File: src/rtl/assert_macros.svh
// ----------------------------------------------------------------------------
// assert_macros.svh
// shared assertion macros for the sender window rtl
// ----------------------------------------------------------------------------
`ifndef ASSERT_MACROS_SVH
`define ASSERT_MACROS_SVH

// plain property check, disabled while in reset
`define SRSW_ASSERT(label, clk, rst_n, prop, msg) \
	label: assert property (@(posedge clk) disable iff (!rst_n) prop) else $error(msg);

// same-cycle implication check, disabled while in reset
`define SRSW_ASSERT_IMPLY(label, clk, rst_n, ante, cons, msg) \
	label: assert property (@(posedge clk) disable iff (!rst_n) (ante) |-> (cons)) else $error(msg);

`endif

File: src/rtl/srsw_pkg.sv
// ----------------------------------------------------------------------------
// srsw_pkg
// shared types, codes and widths of the selective repeat sender window
// ----------------------------------------------------------------------------
package srsw_pkg;

	localparam int SLOT_COUNT_DEF  = 32;
	localparam int WINDOW_MAX_DEF  = 16;
	localparam int QUEUE_DEPTH_DEF = 16;

	localparam int MODE_W     = 2;
	localparam int HANDLE_W   = 32;
	localparam int LENGTH_W   = 16;
	localparam int ACK_W      = 8;
	localparam int KIND_W     = 3;
	localparam int SEQ_W      = 5;
	localparam int TIME_W     = 16;
	localparam int WSIZE_W    = 5;
	localparam int SEQMAX_W   = 5;
	localparam int CFG_IDX_W  = 2;
	localparam int CFG_DATA_W = 16;
	localparam int CALC_W     = 9;

	typedef enum logic [MODE_W-1:0] {
		MODE_MSG  = 2'd0,
		MODE_ACK  = 2'd1,
		MODE_TICK = 2'd2,
		MODE_NONE = 2'd3
	} mode_t;

	typedef enum logic [KIND_W-1:0] {
		RK_SENT    = 3'd0,
		RK_RESENT  = 3'd1,
		RK_ACKED   = 3'd2,
		RK_UNSENT  = 3'd3,
		RK_DUP     = 3'd4,
		RK_FULL    = 3'd5,
		RK_NONE    = 3'd6
	} res_kind_t;

	typedef enum logic [1:0] {
		SS_UNSENT = 2'd0,
		SS_SENT   = 2'd1,
		SS_ACKED  = 2'd2
	} slot_st_t;

	typedef enum logic [CFG_IDX_W-1:0] {
		CFG_WINDOW_SIZE = 2'd0,
		CFG_SEQ_MAX     = 2'd1,
		CFG_TIMEOUT     = 2'd2
	} cfg_idx_t;

	typedef struct packed {
		res_kind_t             kind;
		logic [SEQ_W-1:0]      seq;
		logic                  fkind;
		logic [HANDLE_W-1:0]   handle;
		logic [LENGTH_W-1:0]   length;
		logic                  last;
	} result_t;

endpackage

File: src/rtl/srsw_if.sv
// ----------------------------------------------------------------------------
// srsw_if
// valid/ready channels of the sender window: input item, result, config
// ----------------------------------------------------------------------------
interface srsw_item_if;
	import srsw_pkg::*;
	logic                valid;
	logic                ready;
	logic [MODE_W-1:0]   mode;
	logic [HANDLE_W-1:0] payload_handle;
	logic [LENGTH_W-1:0] payload_bytes;
	logic [ACK_W-1:0]    ack_seq;
	modport source (output valid, mode, payload_handle, payload_bytes, ack_seq,
		input ready);
	modport sink (input valid, mode, payload_handle, payload_bytes, ack_seq,
		output ready);
endinterface

interface srsw_result_if;
	import srsw_pkg::*;
	logic                valid;
	logic                ready;
	logic [KIND_W-1:0]   result_kind;
	logic [SEQ_W-1:0]    frame_seq;
	logic                frame_kind;
	logic [HANDLE_W-1:0] frame_handle;
	logic [LENGTH_W-1:0] frame_length;
	logic                last_result;
	modport source (output valid, result_kind, frame_seq, frame_kind, frame_handle,
		frame_length, last_result, input ready);
	modport sink (input valid, result_kind, frame_seq, frame_kind, frame_handle,
		frame_length, last_result, output ready);
endinterface

interface srsw_cfg_if;
	import srsw_pkg::*;
	logic                  valid;
	logic                  ready;
	logic [CFG_IDX_W-1:0]  index;
	logic [CFG_DATA_W-1:0] data;
	modport source (output valid, index, data, input ready);
	modport sink (input valid, index, data, output ready);
endinterface

File: src/rtl/srsw_rem.sv
// ----------------------------------------------------------------------------
// srsw_rem
// bit-serial restoring remainder unit, one dividend bit per cycle
// ----------------------------------------------------------------------------
module srsw_rem #(
	parameter int DVD_W = 8,
	parameter int DVS_W = 6
) (
	input  logic             clk,
	input  logic             arst_n,
	input  logic             start,
	input  logic [DVD_W-1:0] dividend,
	input  logic [DVS_W-1:0] divisor,
	output logic             done,
	output logic [DVS_W-1:0] remainder
);
	localparam int CNT_W = $clog2(DVD_W + 1);

	typedef enum logic {R_IDLE, R_RUN} rem_state_t;

	rem_state_t       state_q;
	logic [CNT_W-1:0] cnt_q;
	logic [DVD_W-1:0] dvd_q;
	logic [DVS_W-1:0] dvs_q;
	logic [DVS_W-1:0] rem_q;
	logic             done_q;
	logic [DVS_W:0]   trial;

	// shift in next dividend bit
	assign trial = {rem_q, dvd_q[DVD_W-1]};

	always_ff @(posedge clk or negedge arst_n) begin
		if (!arst_n) begin
			state_q <= R_IDLE;
			cnt_q   <= '0;
			dvd_q   <= '0;
			dvs_q   <= '0;
			rem_q   <= '0;
			done_q  <= 1'b0;
		end else begin
			done_q <= 1'b0;
			unique case (state_q)
				R_IDLE: begin
					if (start) begin
						dvd_q   <= dividend;
						dvs_q   <= divisor;
						rem_q   <= '0;
						cnt_q   <= CNT_W'(DVD_W);
						state_q <= R_RUN;
					end
				end
				R_RUN: begin
					if (trial >= {1'b0, dvs_q}) begin
						rem_q <= DVS_W'(trial - {1'b0, dvs_q});
					end else begin
						rem_q <= trial[DVS_W-1:0];
					end
					dvd_q <= dvd_q << 1;
					cnt_q <= cnt_q - 1'b1;
					if (cnt_q == CNT_W'(1)) begin
						done_q  <= 1'b1;
						state_q <= R_IDLE;
					end
				end
				default: state_q <= R_IDLE;
			endcase
		end
	end

	assign done      = done_q;
	assign remainder = rem_q;

endmodule

File: src/rtl/selective_repeat_sender_window_core.sv
// ----------------------------------------------------------------------------
// selective_repeat_sender_window_core: selective repeat arq sender window
// folds three pointers (and the ack on an ack), then checks and sends frame by frame
// items: one at a time; a tick walks the window slot by slot, then finishes
// reset: async, clears slot status, pointers, queue count and time, no sweep
// ----------------------------------------------------------------------------
`include "assert_macros.svh"
module selective_repeat_sender_window_core #(
	parameter int SLOT_COUNT  = srsw_pkg::SLOT_COUNT_DEF,
	parameter int WINDOW_MAX  = srsw_pkg::WINDOW_MAX_DEF,
	parameter int QUEUE_DEPTH = srsw_pkg::QUEUE_DEPTH_DEF
) (
	input  logic       clk,
	input  logic       arst_n,
	srsw_item_if.sink  item,
	srsw_result_if.source result,
	srsw_cfg_if.sink   cfg
);
	import srsw_pkg::*;

	localparam int SLOT_W = $clog2(SLOT_COUNT);
	localparam int WIN_W  = $clog2(WINDOW_MAX + 1);
	localparam int QW     = $clog2(QUEUE_DEPTH);
	localparam int DVS_W  = SLOT_W + 1;

	typedef enum logic [3:0] {
		S_IDLE, S_FOLD_GO, S_FOLD_WAIT, S_ENQ, S_ACK_ST, S_SLIDE,
		S_SEND_CHK, S_SEND_WR, S_TICK_GO, S_TICK_CHK, S_TICK_CMP, S_FINISH
	} state_t;

	typedef enum logic [1:0] {FS_WS, FS_WE, FS_NS, FS_ACK} fold_sel_t;

	// configuration registers
	logic [WSIZE_W-1:0]  wsize_q;
	logic [SEQMAX_W-1:0] seqmax_q;
	logic [TIME_W-1:0]   timeout_q;

	// sequencer state
	state_t              state_q;
	fold_sel_t           fold_sel_q;
	mode_t               mode_q;
	logic [HANDLE_W-1:0] handle_q;
	logic [LENGTH_W-1:0] length_q;
	logic [ACK_W-1:0]    ack_q;
	logic [WIN_W-1:0]    w_q;
	logic [SLOT_W-1:0]   m_q;
	logic [SLOT_W-1:0]   ws_q;
	logic [SLOT_W-1:0]   we_q;
	logic [SLOT_W-1:0]   ns_q;
	logic [SLOT_W-1:0]   i_q;
	logic [SLOT_W-1:0]   ack_idx_q;
	logic [QW-1:0]       pq_head_q;
	logic [QW:0]         pq_count_q;
	logic [TIME_W-1:0]   now_q;
	slot_st_t            status_q [SLOT_COUNT];

	// one-result lookahead so the final word can carry last_result
	result_t             hold_q;
	logic                hold_valid_q;
	result_t             out_q;
	logic                out_valid_q;

	// memories
	logic [HANDLE_W-1:0] pq_handle_mem [QUEUE_DEPTH];
	logic [LENGTH_W-1:0] pq_length_mem [QUEUE_DEPTH];
	logic [SLOT_W:0]     pq_seq_mem    [QUEUE_DEPTH];
	logic [HANDLE_W-1:0] pq_handle_rd_q;
	logic [LENGTH_W-1:0] pq_length_rd_q;
	logic [SLOT_W:0]     pq_seq_rd_q;
	logic [HANDLE_W-1:0] slot_handle_mem [SLOT_COUNT];
	logic [LENGTH_W-1:0] slot_length_mem [SLOT_COUNT];
	logic [TIME_W-1:0]   slot_time_mem   [SLOT_COUNT];
	logic [HANDLE_W-1:0] slot_handle_rd_q;
	logic [LENGTH_W-1:0] slot_length_rd_q;
	logic [TIME_W-1:0]   slot_time_rd_q;

	// combinational helpers
	logic [CALC_W-1:0]   w_c;
	logic [CALC_W-1:0]   m_c;
	logic [SLOT_W:0]     span;
	logic                send_ok;
	logic                pq_full;
	logic [QW:0]         tail_sum;
	logic [QW-1:0]       pq_tail;
	logic [SLOT_W-1:0]   st_addr;
	slot_st_t            st_rd;
	logic [TIME_W-1:0]   age;
	logic                timed_out;
	logic                out_free;
	logic                can_emit;
	logic                emit_req;
	logic                emit_go;
	result_t             emit_res;
	result_t             fin_res;
	logic                pq_we;
	logic                slot_we;
	logic                time_we;
	logic [SLOT_W-1:0]   time_waddr;

	// shared remainder unit
	logic                rem_start;
	logic [ACK_W-1:0]    rem_dividend;
	logic [DVS_W-1:0]    rem_divisor;
	logic                rem_done;
	logic [DVS_W-1:0]    rem_out;

	function automatic logic [SLOT_W-1:0] adv(input logic [SLOT_W-1:0] v,
		input logic [SLOT_W-1:0] m);
		return (v >= m) ? '0 : v + 1'b1;
	endfunction

	// ------------------------------------------------------------------
	// configuration port, always ready
	// ------------------------------------------------------------------
	assign cfg.ready = 1'b1;

	always_ff @(posedge clk or negedge arst_n) begin
		if (!arst_n) begin
			wsize_q   <= WSIZE_W'(1);
			seqmax_q  <= SEQMAX_W'(31);
			timeout_q <= TIME_W'(1);
		end else if (cfg.valid && cfg.ready) begin
			unique case (cfg_idx_t'(cfg.index))
				CFG_WINDOW_SIZE: wsize_q   <= cfg.data[WSIZE_W-1:0];
				CFG_SEQ_MAX:     seqmax_q  <= cfg.data[SEQMAX_W-1:0];
				CFG_TIMEOUT:     timeout_q <= cfg.data[TIME_W-1:0];
				default: ; // unmapped index is dropped
			endcase
		end
	end

	// ------------------------------------------------------------------
	// effective window and wrap point, latched when an item is taken
	// ------------------------------------------------------------------
	always_comb begin
		w_c = CALC_W'(wsize_q);
		if (w_c > CALC_W'(WINDOW_MAX)) begin
			w_c = CALC_W'(WINDOW_MAX);
		end
		m_c = CALC_W'(seqmax_q);
		if (m_c < w_c + CALC_W'(1)) begin
			m_c = w_c + CALC_W'(1);
		end
		if (m_c > CALC_W'(SLOT_COUNT - 1)) begin
			m_c = CALC_W'(SLOT_COUNT - 1);
		end
	end

	// ------------------------------------------------------------------
	// window span, queue tail, slot status read and timeout compare
	// ------------------------------------------------------------------
	always_comb begin
		if (we_q >= ws_q) begin
			span = {1'b0, we_q} - {1'b0, ws_q};
		end else begin
			span = {1'b0, we_q} + {1'b0, m_q} + (SLOT_W+1)'(1) - {1'b0, ws_q};
		end
	end

	assign send_ok  = (pq_count_q != '0) && (CALC_W'(span) < CALC_W'(w_q));
	assign pq_full  = (pq_count_q >= (QW+1)'(QUEUE_DEPTH));
	assign tail_sum = {1'b0, pq_head_q} + pq_count_q;
	assign pq_tail  = (tail_sum >= (QW+1)'(QUEUE_DEPTH)) ?
		QW'(tail_sum - (QW+1)'(QUEUE_DEPTH)) : tail_sum[QW-1:0];

	always_comb begin
		case (state_q)
			S_ACK_ST: st_addr = ack_idx_q;
			S_SLIDE:  st_addr = ws_q;
			default:  st_addr = i_q;
		endcase
	end

	assign st_rd     = status_q[st_addr];
	assign age       = now_q - slot_time_rd_q;
	assign timed_out = (age >= timeout_q);

	// ------------------------------------------------------------------
	// result generation: a new word parks in hold_q, the older one moves
	// to the output register, so a stall on result only blocks emits made
	// while a word is held, and the final word
	assign out_free = !out_valid_q || result.ready;
	assign can_emit = !hold_valid_q || out_free;

	always_comb begin
		emit_req = 1'b0;
		emit_res = '{kind: RK_NONE, seq: '0, fkind: 1'b0, handle: '0, length: '0,
			last: 1'b0};
		case (state_q)
			S_ENQ: begin
				emit_req      = pq_full;
				emit_res.kind = RK_FULL;
			end
			S_ACK_ST: begin
				emit_req     = 1'b1;
				emit_res.seq = SEQ_W'(ack_idx_q);
				case (st_rd)
					SS_SENT:  emit_res.kind = RK_ACKED;
					SS_ACKED: emit_res.kind = RK_DUP;
					default:  emit_res.kind = RK_UNSENT;
				endcase
			end
			S_SEND_WR: begin
				emit_req        = 1'b1;
				emit_res.kind   = RK_SENT;
				emit_res.seq    = SEQ_W'(pq_seq_rd_q[SLOT_W-1:0]);
				emit_res.fkind  = pq_seq_rd_q[SLOT_W];
				emit_res.handle = pq_handle_rd_q;
				emit_res.length = pq_length_rd_q;
			end
			S_TICK_CMP: begin
				emit_req        = timed_out;
				emit_res.kind   = RK_RESENT;
				emit_res.seq    = SEQ_W'(i_q);
				emit_res.fkind  = (i_q == m_q);
				emit_res.handle = slot_handle_rd_q;
				emit_res.length = slot_length_rd_q;
			end
			default: ;
		endcase
	end

	assign emit_go = emit_req && can_emit;

	// final word: held result, or "nothing" when the item produced none
	always_comb begin
		if (hold_valid_q) begin
			fin_res = hold_q;
		end else begin
			fin_res = '{kind: RK_NONE, seq: '0, fkind: 1'b0, handle: '0, length: '0,
				last: 1'b0};
		end
		fin_res.last = 1'b1;
	end

	// ------------------------------------------------------------------
	// remainder operand select: three pointer folds, then the ack index
	// ------------------------------------------------------------------
	assign rem_start   = (state_q == S_FOLD_GO);
	assign rem_divisor = {1'b0, m_q} + DVS_W'(1);

	always_comb begin
		case (fold_sel_q)
			FS_WS:   rem_dividend = ACK_W'(ws_q);
			FS_WE:   rem_dividend = ACK_W'(we_q);
			FS_NS:   rem_dividend = ACK_W'(ns_q);
			default: rem_dividend = ack_q;
		endcase
	end

	srsw_rem #(
		.DVD_W (ACK_W),
		.DVS_W (DVS_W)
	) u_rem (
		.clk       (clk),
		.arst_n    (arst_n),
		.start     (rem_start),
		.dividend  (rem_dividend),
		.divisor   (rem_divisor),
		.done      (rem_done),
		.remainder (rem_out)
	);

	// ------------------------------------------------------------------
	// sequencer
	// ------------------------------------------------------------------
	assign item.ready = (state_q == S_IDLE);

	always_ff @(posedge clk or negedge arst_n) begin
		if (!arst_n) begin
			state_q      <= S_IDLE;
			fold_sel_q   <= FS_WS;
			mode_q       <= MODE_NONE;
			handle_q     <= '0;
			length_q     <= '0;
			ack_q        <= '0;
			w_q          <= '0;
			m_q          <= '0;
			ws_q         <= '0;
			we_q         <= '0;
			ns_q         <= '0;
			i_q          <= '0;
			ack_idx_q    <= '0;
			pq_head_q    <= '0;
			pq_count_q   <= '0;
			now_q        <= '0;
			hold_q       <= '0;
			hold_valid_q <= 1'b0;
			out_q        <= '0;
			out_valid_q  <= 1'b0;
			for (int k = 0; k < SLOT_COUNT; k++) begin
				status_q[k] <= SS_UNSENT;
			end
		end else begin
			// output register loads from the lookahead or the final word
			if ((emit_go && hold_valid_q) || ((state_q == S_FINISH) && out_free)) begin
				out_valid_q <= 1'b1;
			end else if (result.ready) begin
				out_valid_q <= 1'b0;
			end
			if (emit_go) begin
				if (hold_valid_q) begin
					out_q <= hold_q;
				end
				hold_q       <= emit_res;
				hold_valid_q <= 1'b1;
			end

			unique case (state_q)
				S_IDLE: begin
					if (item.valid) begin
						mode_q     <= mode_t'(item.mode);
						handle_q   <= item.payload_handle;
						length_q   <= item.payload_bytes;
						ack_q      <= item.ack_seq;
						w_q        <= w_c[WIN_W-1:0];
						m_q        <= m_c[SLOT_W-1:0];
						fold_sel_q <= FS_WS;
						// unused mode touches no window state
						state_q    <= (mode_t'(item.mode) == MODE_NONE) ? S_FINISH : S_FOLD_GO;
					end
				end
				S_FOLD_GO: state_q <= S_FOLD_WAIT;
				S_FOLD_WAIT: begin
					if (rem_done) begin
						unique case (fold_sel_q)
							FS_WS: begin
								ws_q       <= rem_out[SLOT_W-1:0];
								fold_sel_q <= FS_WE;
								state_q    <= S_FOLD_GO;
							end
							FS_WE: begin
								we_q       <= rem_out[SLOT_W-1:0];
								fold_sel_q <= FS_NS;
								state_q    <= S_FOLD_GO;
							end
							FS_NS: begin
								ns_q <= rem_out[SLOT_W-1:0];
								case (mode_q)
									MODE_MSG: state_q <= S_ENQ;
									MODE_ACK: begin
										fold_sel_q <= FS_ACK;
										state_q    <= S_FOLD_GO;
									end
									default: state_q <= S_TICK_GO;
								endcase
							end
							FS_ACK: begin
								ack_idx_q <= rem_out[SLOT_W-1:0];
								state_q   <= S_ACK_ST;
							end
							default: state_q <= S_IDLE;
						endcase
					end
				end
				S_ENQ: begin
					if (pq_full) begin
						// message dropped, no sequence number used
						if (can_emit) begin
							state_q <= S_SEND_CHK;
						end
					end else begin
						pq_count_q <= pq_count_q + 1'b1;
						ns_q       <= adv(ns_q, m_q);
						state_q    <= S_SEND_CHK;
					end
				end
				S_ACK_ST: begin
					if (can_emit) begin
						if (st_rd == SS_SENT) begin
							status_q[ack_idx_q] <= SS_ACKED;
							state_q             <= S_SLIDE;
						end else begin
							state_q <= S_SEND_CHK;
						end
					end
				end
				S_SLIDE: begin
					// slide window start over acknowledged slots, one per cycle
					if ((ws_q != we_q) && (st_rd == SS_ACKED)) begin
						status_q[ws_q] <= SS_UNSENT;
						ws_q           <= adv(ws_q, m_q);
					end else begin
						state_q <= S_SEND_CHK;
					end
				end
				S_SEND_CHK: state_q <= send_ok ? S_SEND_WR : S_FINISH;
				S_SEND_WR: begin
					if (can_emit) begin
						status_q[we_q] <= SS_SENT;
						pq_head_q      <= (pq_head_q == QW'(QUEUE_DEPTH - 1)) ?
							'0 : pq_head_q + 1'b1;
						pq_count_q     <= pq_count_q - 1'b1;
						we_q           <= adv(we_q, m_q);
						state_q        <= S_SEND_CHK;
					end
				end
				S_TICK_GO: begin
					now_q   <= now_q + 1'b1;
					i_q     <= ws_q;
					state_q <= S_TICK_CHK;
				end
				S_TICK_CHK: begin
					if (i_q == we_q) begin
						state_q <= S_FINISH;
					end else if (st_rd == SS_SENT) begin
						state_q <= S_TICK_CMP;
					end else begin
						i_q <= adv(i_q, m_q);
					end
				end
				S_TICK_CMP: begin
					if (!timed_out || can_emit) begin
						i_q     <= adv(i_q, m_q);
						state_q <= S_TICK_CHK;
					end
				end
				S_FINISH: begin
					if (out_free) begin
						out_q        <= fin_res;
						hold_valid_q <= 1'b0;
						state_q      <= S_IDLE;
					end
				end
				default: state_q <= S_IDLE;
			endcase
		end
	end

	// ------------------------------------------------------------------
	// memory write strobes
	// ------------------------------------------------------------------
	assign pq_we      = (state_q == S_ENQ) && !pq_full;
	assign slot_we    = (state_q == S_SEND_WR) && can_emit;
	assign time_we    = (state_q == S_TICK_CMP) && emit_go;
	assign time_waddr = slot_we ? we_q : i_q;

	// pending queue: written at tail, read at head every cycle
	always_ff @(posedge clk) begin
		if (pq_we) begin
			pq_handle_mem[pq_tail] <= handle_q;
			pq_length_mem[pq_tail] <= length_q;
			pq_seq_mem[pq_tail]    <= {(ns_q == m_q), ns_q};
		end
		pq_handle_rd_q <= pq_handle_mem[pq_head_q];
		pq_length_rd_q <= pq_length_mem[pq_head_q];
		pq_seq_rd_q    <= pq_seq_mem[pq_head_q];
	end

	// slot payload: written at window end on send, read at the tick walker
	always_ff @(posedge clk) begin
		if (slot_we) begin
			slot_handle_mem[we_q] <= pq_handle_rd_q;
			slot_length_mem[we_q] <= pq_length_rd_q;
		end
		slot_handle_rd_q <= slot_handle_mem[i_q];
		slot_length_rd_q <= slot_length_mem[i_q];
	end

	// send time: stamped on send and on every retransmit
	always_ff @(posedge clk) begin
		if (slot_we || time_we) begin
			slot_time_mem[time_waddr] <= now_q;
		end
		slot_time_rd_q <= slot_time_mem[i_q];
	end

	// ------------------------------------------------------------------
	// result port
	// ------------------------------------------------------------------
	assign result.valid        = out_valid_q;
	assign result.result_kind  = out_q.kind;
	assign result.frame_seq    = out_q.seq;
	assign result.frame_kind   = out_q.fkind;
	assign result.frame_handle = out_q.handle;
	assign result.frame_length = out_q.length;
	assign result.last_result  = out_q.last;

	// ------------------------------------------------------------------
	// checks
	// ------------------------------------------------------------------
	`SRSW_ASSERT_IMPLY(a_idle_hold_empty, clk, arst_n, state_q == S_IDLE, !hold_valid_q, "result left in lookahead while idle")
	`SRSW_ASSERT(a_queue_bound, clk, arst_n, pq_count_q <= (QW+1)'(QUEUE_DEPTH), "pending queue count above depth")
	`SRSW_ASSERT_IMPLY(a_send_in_window, clk, arst_n, state_q == S_SEND_WR, CALC_W'(span) < CALC_W'(w_q), "frame sent with window full")

endmodule
File: src/flat_wrapper.sv
// flat-port wrapper written by rule: the top's interface ports become plain ports
module selective_repeat_sender_window_core_flat import srsw_pkg::*;
#(
	parameter int SLOT_COUNT  = srsw_pkg::SLOT_COUNT_DEF,
	parameter int WINDOW_MAX  = srsw_pkg::WINDOW_MAX_DEF,
	parameter int QUEUE_DEPTH = srsw_pkg::QUEUE_DEPTH_DEF
)
  (clk, arst_n, item_valid, item_mode, item_payload_handle, item_payload_bytes, item_ack_seq, item_ready, result_valid, result_result_kind, result_frame_seq, result_frame_kind, result_frame_handle, result_frame_length, result_last_result, result_ready, cfg_valid, cfg_index, cfg_data, cfg_ready);
  srsw_item_if item_i ();
  srsw_result_if result_i ();
  srsw_cfg_if cfg_i ();
  input  logic clk;
  input  logic arst_n;
  input wire logic [$bits(item_i.valid)-1:0] item_valid;
  input wire logic [$bits(item_i.mode)-1:0] item_mode;
  input wire logic [$bits(item_i.payload_handle)-1:0] item_payload_handle;
  input wire logic [$bits(item_i.payload_bytes)-1:0] item_payload_bytes;
  input wire logic [$bits(item_i.ack_seq)-1:0] item_ack_seq;
  output wire logic [$bits(item_i.ready)-1:0] item_ready;
  output wire logic [$bits(result_i.valid)-1:0] result_valid;
  output wire logic [$bits(result_i.result_kind)-1:0] result_result_kind;
  output wire logic [$bits(result_i.frame_seq)-1:0] result_frame_seq;
  output wire logic [$bits(result_i.frame_kind)-1:0] result_frame_kind;
  output wire logic [$bits(result_i.frame_handle)-1:0] result_frame_handle;
  output wire logic [$bits(result_i.frame_length)-1:0] result_frame_length;
  output wire logic [$bits(result_i.last_result)-1:0] result_last_result;
  input wire logic [$bits(result_i.ready)-1:0] result_ready;
  input wire logic [$bits(cfg_i.valid)-1:0] cfg_valid;
  input wire logic [$bits(cfg_i.index)-1:0] cfg_index;
  input wire logic [$bits(cfg_i.data)-1:0] cfg_data;
  output wire logic [$bits(cfg_i.ready)-1:0] cfg_ready;
  assign item_i.valid = item_valid;
  assign item_i.mode = item_mode;
  assign item_i.payload_handle = item_payload_handle;
  assign item_i.payload_bytes = item_payload_bytes;
  assign item_i.ack_seq = item_ack_seq;
  assign item_ready = item_i.ready;
  assign result_valid = result_i.valid;
  assign result_result_kind = result_i.result_kind;
  assign result_frame_seq = result_i.frame_seq;
  assign result_frame_kind = result_i.frame_kind;
  assign result_frame_handle = result_i.frame_handle;
  assign result_frame_length = result_i.frame_length;
  assign result_last_result = result_i.last_result;
  assign result_i.ready = result_ready;
  assign cfg_i.valid = cfg_valid;
  assign cfg_i.index = cfg_index;
  assign cfg_i.data = cfg_data;
  assign cfg_ready = cfg_i.ready;
  selective_repeat_sender_window_core #(.SLOT_COUNT(SLOT_COUNT), .WINDOW_MAX(WINDOW_MAX), .QUEUE_DEPTH(QUEUE_DEPTH)) u_core (.clk(clk), .arst_n(arst_n), .item(item_i), .result(result_i), .cfg(cfg_i));
endmodule
File: config.mk
export PLATFORM = sky130hd
export DESIGN_NAME = selective_repeat_sender_window_core_flat
export DESIGN_NICKNAME = d
export VERILOG_FILES = /design/src/rtl/srsw_pkg.sv /design/src/rtl/srsw_if.sv /design/src/rtl/srsw_rem.sv /design/src/rtl/selective_repeat_sender_window_core.sv /design/src/flat_wrapper.sv
export VERILOG_INCLUDE_DIRS = /design/src /design/src/rtl
export SDC_FILE = /design/constraint.sdc
export NUM_CORES = 2
export LEC_CHECK = 0
export BUFFER_PORTS_ARGS = -buffer_cell sky130_fd_sc_hd__buf_2
export CAP_MARGIN = 20
export CORE_MARGIN = 10
export CORE_UTILIZATION = 62
export CTS_BUF_LIST = sky130_fd_sc_hd__clkbuf_8 sky130_fd_sc_hd__clkbuf_16
export CTS_CLUSTER_SIZE = 14
export DETAILED_ROUTE_END_ITERATION = 10
export PLACE_DENSITY_LB_ADDON = 0.25
export SLEW_MARGIN = 20
export SYNTH_ARGS = -nofsm -noshare
export SYNTH_HDL_FRONTEND = slang
export SYNTH_SLANG_ARGS = --single-unit
File: constraint.sdc
create_clock -name clk -period 8.3 [get_ports clk]
set_input_delay 0.415 -clock clk [delete_from_list [all_inputs] [get_ports clk]]
set_output_delay 0.415 -clock clk [all_outputs]
set_load 0.01 [all_outputs]
# Word level (Yosys, flattened, before mapping)
# Memory sizes are Yosys's and may differ from the RTL's. A register that Yosys moved wholly into a read port is not among the register bits.
# Index checks and enable logic that the tools add are counted.
[word_totals] ff_bits=357 mem_bits_rw=2912 input_bits=81 n_memories=6
[memory_table] name="u_core.slot_handle_mem" words=32 word_bits=32 read_ports=1 rd_ports_with_merged_regs=1 write_ports=1 line="selective_repeat_sender_window_core.sv:70" text="logic [HANDLE_W-1:0] slot_handle_mem [SLOT_COUNT];"
[memory_table] name="u_core.pq_handle_mem" words=16 word_bits=32 read_ports=1 rd_ports_with_merged_regs=1 write_ports=1 line="selective_repeat_sender_window_core.sv:64" text="logic [HANDLE_W-1:0] pq_handle_mem [QUEUE_DEPTH];"
[memory_table] name="u_core.slot_length_mem" words=32 word_bits=16 read_ports=1 rd_ports_with_merged_regs=1 write_ports=1 line="selective_repeat_sender_window_core.sv:71" text="logic [LENGTH_W-1:0] slot_length_mem [SLOT_COUNT];"
[memory_table] name="u_core.slot_time_mem" words=32 word_bits=16 read_ports=1 rd_ports_with_merged_regs=1 write_ports=1 line="selective_repeat_sender_window_core.sv:72" text="logic [TIME_W-1:0] slot_time_mem [SLOT_COUNT];"
[memory_table] name="u_core.pq_length_mem" words=16 word_bits=16 read_ports=1 rd_ports_with_merged_regs=1 write_ports=1 line="selective_repeat_sender_window_core.sv:65" text="logic [LENGTH_W-1:0] pq_length_mem [QUEUE_DEPTH];"
[memory_table] name="u_core.pq_seq_mem" words=16 word_bits=6 read_ports=1 rd_ports_with_merged_regs=1 write_ports=1 line="selective_repeat_sender_window_core.sv:66" text="logic [SLOT_W:0] pq_seq_mem [QUEUE_DEPTH];"
[op_classes] add_sub_neg=19 n_lt_le_gt_ge=20 n_eq_ne=45 mux=100 n_bitwise=13 n_reduce_logical=50
[ops] operator="$mux 58" n=5
[ops] operator="$mux 64" n=4
[ops] operator="$pmux 64 s3" n=1
[ops] operator="$mux 5" n=21
[ops] operator="$pmux 49 s2" n=1
[ops] operator="$and 32x32->32" n=2
[ops] operator="$and 64x64->64" n=1
[ops] operator="$not 32->32" n=2
[ops] operator="$not 64->64" n=1
[ops] operator="$or 32x32->32" n=2
[ops] operator="$mux 4" n=15
[ops] operator="$pmux 5 s2" n=5
[ops] operator="$pmux 4 s12" n=1
[ops] operator="$demux 2 s5" n=3
[ops] operator="$pmux 5 s3" n=2
[ops] operator="$add 5x1->5 const B" n=5
[ops] operator="$ge 5x5->1" n=5
[ops] operator="$ge 6x6->1 const B" n=4
[ops] operator="$mux 6" n=4
[ops] operator="$not 5->6" n=4
[ops] operator="$pmux 8 s3" n=1
[ops] operator="$eq 4x4->1 const B" n=5
[ops] operator="$lt 6x1->1 const B" n=3
[ops] operator="$mux 2" n=9
[ops] operator="59 further kinds" n=141

# Longest topological paths before layout
[logic_depth] depth_word=10 depth_mapped=21

# Modules after synthesis
# From an unflattened synthesis, not the netlist that was laid out.
[unflattened] hier_cells=6409 area_unflattened_um2=132225.6
[by_module_without_submodules] module="selective_repeat_sender_window_core" instances=1 cells_each=6263 area_per_inst_um2=130780.4 seq_area_each_um2=98100.3
[by_module_without_submodules] module="srsw_rem" instances=1 cells_each=146 area_per_inst_um2=1445.1 seq_area_each_um2=650.6

# Worst setup path before layout
# Ideal clock, no wire load.
[synth_timing] path_type="reg2reg" startpoint="reg u_core.now_q[0]" endpoint="mem u_core.slot_time_mem[21][0], enable pin" setup_ns=0.394 arrival_ns=4.839 t_required_ns=7.906 slack_ns=3.067 stages_incl_launch_ff=20 cell_sequence="dfrtp_1 > inv_1 > ha_1 > fa_1 > nor2b_1 > o21a_1 > o21ai_0 > a211oi_1 > nor3_1 > or3_1 > o211ai_1 > ha_1 > nand4_1 > nor2_2 > nand2_1 > o21a_1 > buf_4 > or4_1 > buf_2 > a21oi_1"
[synth_between] elab_chain_len=8
[synth_lines] item="from (decl)" line="selective_repeat_sender_window_core.sv:54" text="logic [TIME_W-1:0] now_q;"
[synth_lines] item="from (signal assigned)" line="selective_repeat_sender_window_core.sv:399" text="now_q <= now_q + 1'b1;"
[synth_lines] item="$sub 16x16->16" line="selective_repeat_sender_window_core.sv:175" text="assign age = now_q - slot_time_rd_q;"
[synth_lines] item="$ge 16x16->1" line="selective_repeat_sender_window_core.sv:176" text="assign timed_out = (age >= timeout_q);"
[synth_lines] item="$pmux 1 s3" line="selective_repeat_sender_window_core.sv:189" text="case (state_q)"
[synth_lines] item="$logic_and 1x1->1" line="selective_repeat_sender_window_core.sv:223" text="assign emit_go = emit_req && can_emit;"
[synth_lines] item="$logic_and 1x1->1" line="selective_repeat_sender_window_core.sv:435" text="assign time_we = (state_q == S_TICK_CMP) && emit_go;"
[synth_lines] item="$logic_or 1x1->1" line="selective_repeat_sender_window_core.sv:462" text="if (slot_we || time_we) begin"
[synth_lines] item="$mux 1" line="selective_repeat_sender_window_core.sv:462"
[synth_lines] item="$mux 1 (not written as such)" line="selective_repeat_sender_window_core.sv:463" text="slot_time_mem[time_waddr] <= now_q;"
[synth_lines] item="to (decl)" line="selective_repeat_sender_window_core.sv:72"
# Every way passes these cells.

# Worst setup path in the final report
[layout_timing] startpoint="reg u_core.now_q[0]" endpoint="mem u_core.slot_time_mem[5][7], enable pin"
# The elaborated chain is that of the path after synthesis.

==> impl_metrics.ini <==
[clocking]
cts_setup_buffers = 0
cts_buffer_depth = 4
insertion_delay_ns = 0.97
clockRootBuffer = clkbuf_16
cts_sinks = 3387
clk_pin_slew_ns = 0.06
cts-resized-gates = 0
cts_tree = built
postCtsHoldBufs = 82
cts_max_level = 5
cts_buffers = 341

[layout]
syn_to_final_growth_pct = 12.06
final_cell_mix = edfxtp_1 (2912), mux4_2 (748), nand2_1 (357)
utilization_pct = 70.10
fillCellCount = 12660
drive_gt1_share_pct = 24.06
final_common_cell = edfxtp_1
nets = 7408

[sta]
worst_slew_pin_slew_ns = 1.181
hold_viol_final = 0
skew_ns = 0.08380
max_freq_mhz = 179.7
slew_violations = 0
rsz0062_at_grt = false
finalWorstSetupSlack_ns = 2.734
tns_ns = 0
maxSlewHeadroom_pct = 20.74
finalCritPeriodShare_pct = 67.06
layout_min_cycle_time_ns = 5.566
setup_violations = 0

[pwr]
power_switching_w = 0.01723
powerDensity_mw_per_mm2 = 359.9
irDropWorstVdd_mv = 0.3300
p_comb_share_pct = 27.6
clock_power_share_pct = 27.6
p_leak_nw = 51.61
internal-power_w = 0.03644
p_seq_share_pct = 44.8
swShare_pct = 32.10

[worst_setup_path]
worst-endpoint-required_ns = 8.83
arrival_ns = 6.09
worst_setup_path_start_kind = register
worst-setup-path-type = register to register
path_max_fanout = 16
crit_path_end_kind = register

[routing]
drc = 0
drt-initial-drc-count = 10280
first_pass_iters = 6
ant_nets = 1
num_vias = 71060
routed_wl_um = 345600
viasPerCell = 6.896
wire_per_inst_um = 33.54

[yosys]
postSynthCellCount = 6871
ys_ff_latch = 3387
synth_edf_count = 2912
syn_avg_cell_area_um2 = 19.37
ys_seq_area_share_pct = 74.21
ys.flop_type = edfxtp_1
syn-num-nets = 7067
yosysWarnings = 0
syn-cell-area_mm2 = 0.1331
postSynth.asyncResetShare_pct = 10.54
ys_types = 86

[global_route]
grtUsageMet3_pct = 7.605
grt_max_degree = 157
top_usage_layer = met2
grt.total_usage_pct = 29.20
antenna_found_initial = 25
grt_remaining_overflow = 0
grt_pass1_vias = 72100
grt_pass1_wl_um = 503000
met2_usage_pct = 45.73
grt_use_met1_pct = 40.89

[floorplanning]
rows = 169
io_pins = 142
fp.coreArea_mm2 = 0.2127
die_w_um = 483.3
initial_core_util_pct = 62.55
fp.dieArea_mm2 = 0.2336
die_h_um = 483.3

[worst_hold_path]
hold_class = primary input to register

[status]
status = complete, but fails checks
failed_checks = antenna violations

[placement]
place.port_buffers = 140
dp_hpwl_um = 181300
post-place-ws_ns = 2.822
place_congestion = 0.9196

[job]
drv_cap = 0
[per-stage QoR]
step	total power (W)	instances	hold slack [ns]	cell area (um^2)
floorplan	0.03343	6871	0.1194	133100
global placement	0.03837	9604	0.4409	137500
detailed placement	0.03875	9605	0.4454	137500
CTS	0.05356	10290	0.02351	149000
global route	0.05562	10300	0.09323	149100
finish	0.05367	10300	0.07560	149100
[layout make-up]
type	instances	area, um^2	share of cell area [%]
Multi-Input combinational cell	3007	32870	22.04
Tap cell	2821	3530	2.367
Clock inverter	210	1389	0.9314
Clock buffer	395	9333	6.259
Inverter	103	387.9	0.2601
Sequential cell	3387	98790	66.25
Timing Repair Buffer	372	2791	1.872
Antenna cell	9	22.52	0.01510
[final timing paths]
| kind | from | endpoint | slack [ns] | cells past startpoint |
|---|---|---|---|---|
| max | u_core.now_q[0] | u_core.slot_time_mem[5][7] | 2.73 | 17 |
| max reg2reg | u_core.now_q[0] | u_core.slot_time_mem[5][7] | 2.73 | 17 |
| min | item_valid | u_core.ack_q[2] | 0.08 | 4 |
| min reg2reg | u_core.slot_handle_rd_q[1] | u_core.hold_q[18] | 0.46 | 1 |
| min in group asynchronous | arst_n | u_core.u_rem.dvd_q[6] | 0.15 | 2 |
| max in group asynchronous | arst_n | u_core.result.frame_handle[8] | 6.13 | 4 |
[sequential cells by signal, indices dropped and copies added (netlist names), 8 cells and up]
register,cells
u_core.ack_q,8
u_core.handle_q,32
u_core.hold_q,57
u_core.length_q,16
u_core.now_q,16
u_core.pq_handle_mem,512
u_core.pq_handle_rd_q,32
u_core.pq_length_mem,256
u_core.pq_length_rd_q,16
u_core.pq_seq_mem,96
u_core.result.frame_handle,32
u_core.result.frame_length,16
u_core.slot_handle_mem,1024
u_core.slot_handle_rd_q,32
u_core.slot_length_mem,512
u_core.slot_length_rd_q,16
u_core.slot_time_mem,512
u_core.slot_time_rd_q,16
u_core.status_q,64
u_core.timeout_q,16
u_core.u_rem.dvd_q,8
[synthesized netlist by cell type, drive strengths merged (4+ instances only)]
cell type / instances / share of area [%]
o21ai: 214 / 0.81
inv: 101 / 0.28
dfxtp: 118 / 1.8
o2bb2ai: 4 / 0.026
and3: 63 / 0.30
fa: 10 / 0.15
a221o: 48 / 0.36
o21a: 11 / 0.062
clkbuf: 216 / 0.61
a22oi: 64 / 0.36
a22o: 64 / 0.42
nand4: 14 / 0.066
nand2b: 18 / 0.085
xnor2: 41 / 0.27
nor2: 227 / 0.64
nor3: 35 / 0.14
a221oi: 55 / 0.36
a31oi: 37 / 0.17
dfrtp: 348 / 6.5
a222oi: 5 / 0.038
a2bb2oi: 5 / 0.038
o211ai: 17 / 0.096
or3: 6 / 0.028
dfstp: 9 / 0.18
mux4: 748 / 13
a211oi: 7 / 0.043
a21o: 25 / 0.14
xor2: 17 / 0.11
o311ai: 5 / 0.033
ha: 105 / 0.99
o31ai: 8 / 0.045
nand2: 361 / 1.0
a21oi: 259 / 0.98
nand3: 39 / 0.15
nand3b: 11 / 0.062
buf: 158 / 0.57
mux2i: 233 / 1.8
and2: 6 / 0.028
nor4: 6 / 0.028
mux2: 169 / 1.4
nor3b: 6 / 0.034
a311oi: 4 / 0.026
nor2b: 13 / 0.061
edfxtp: 2912 / 66
[cell families after synthesis]
logic type / Yosys count / synth area share (%)
and+or+nand+nor: 818 / 2.710
adders and majority gates: 115 / 1.138
xor gates and xnor gates: 58 / 0.3817
muxes: 1150 / 15.85
buffers and inverters: 477 / 1.472
DFF: 3387 / 74.21
AOI/OAI and AO/OA: 865 / 4.232
other: 1 / 0.002818
[per-layer routing]
layer	up-vias	part of all wire, %
met3	762	11
met2	4712	48
li1	28580	-
met5	-	0.037
met4	20	3.3
met1	36980	37
[critical path, stage by stage (launching register included)]
cell	delay [ns]
dfrtp_1	0.36
inv_1	0.07
ha_1	0.20
fa_1	0.40
nor2b_1	0.12
o21a_1	0.13
o21ai_0	0.12
a211oi_1	0.37
nor3_1	0.13
or3_1	0.38
o211ai_1	0.10
ha_1	0.17
nand4_1	0.10
nor2_2	0.14
nand2_1	0.13
o21a_1	0.38
or4_1	0.89
a21oi_2	0.97
[power groups by stage]
stage          Sequential (W)  Combinational, W  Clock, W
3_3_place_gp           0.0241            0.0143         0
5_1_grt                0.0243            0.0158    0.0155
3_5_place_dp           0.0243            0.0145         0
6_report               0.0240            0.0148    0.0148
4_1_cts                0.0240            0.0147    0.0149
2_1_floorplan          0.0231            0.0104         0
(Power assumes the default switching activity.)
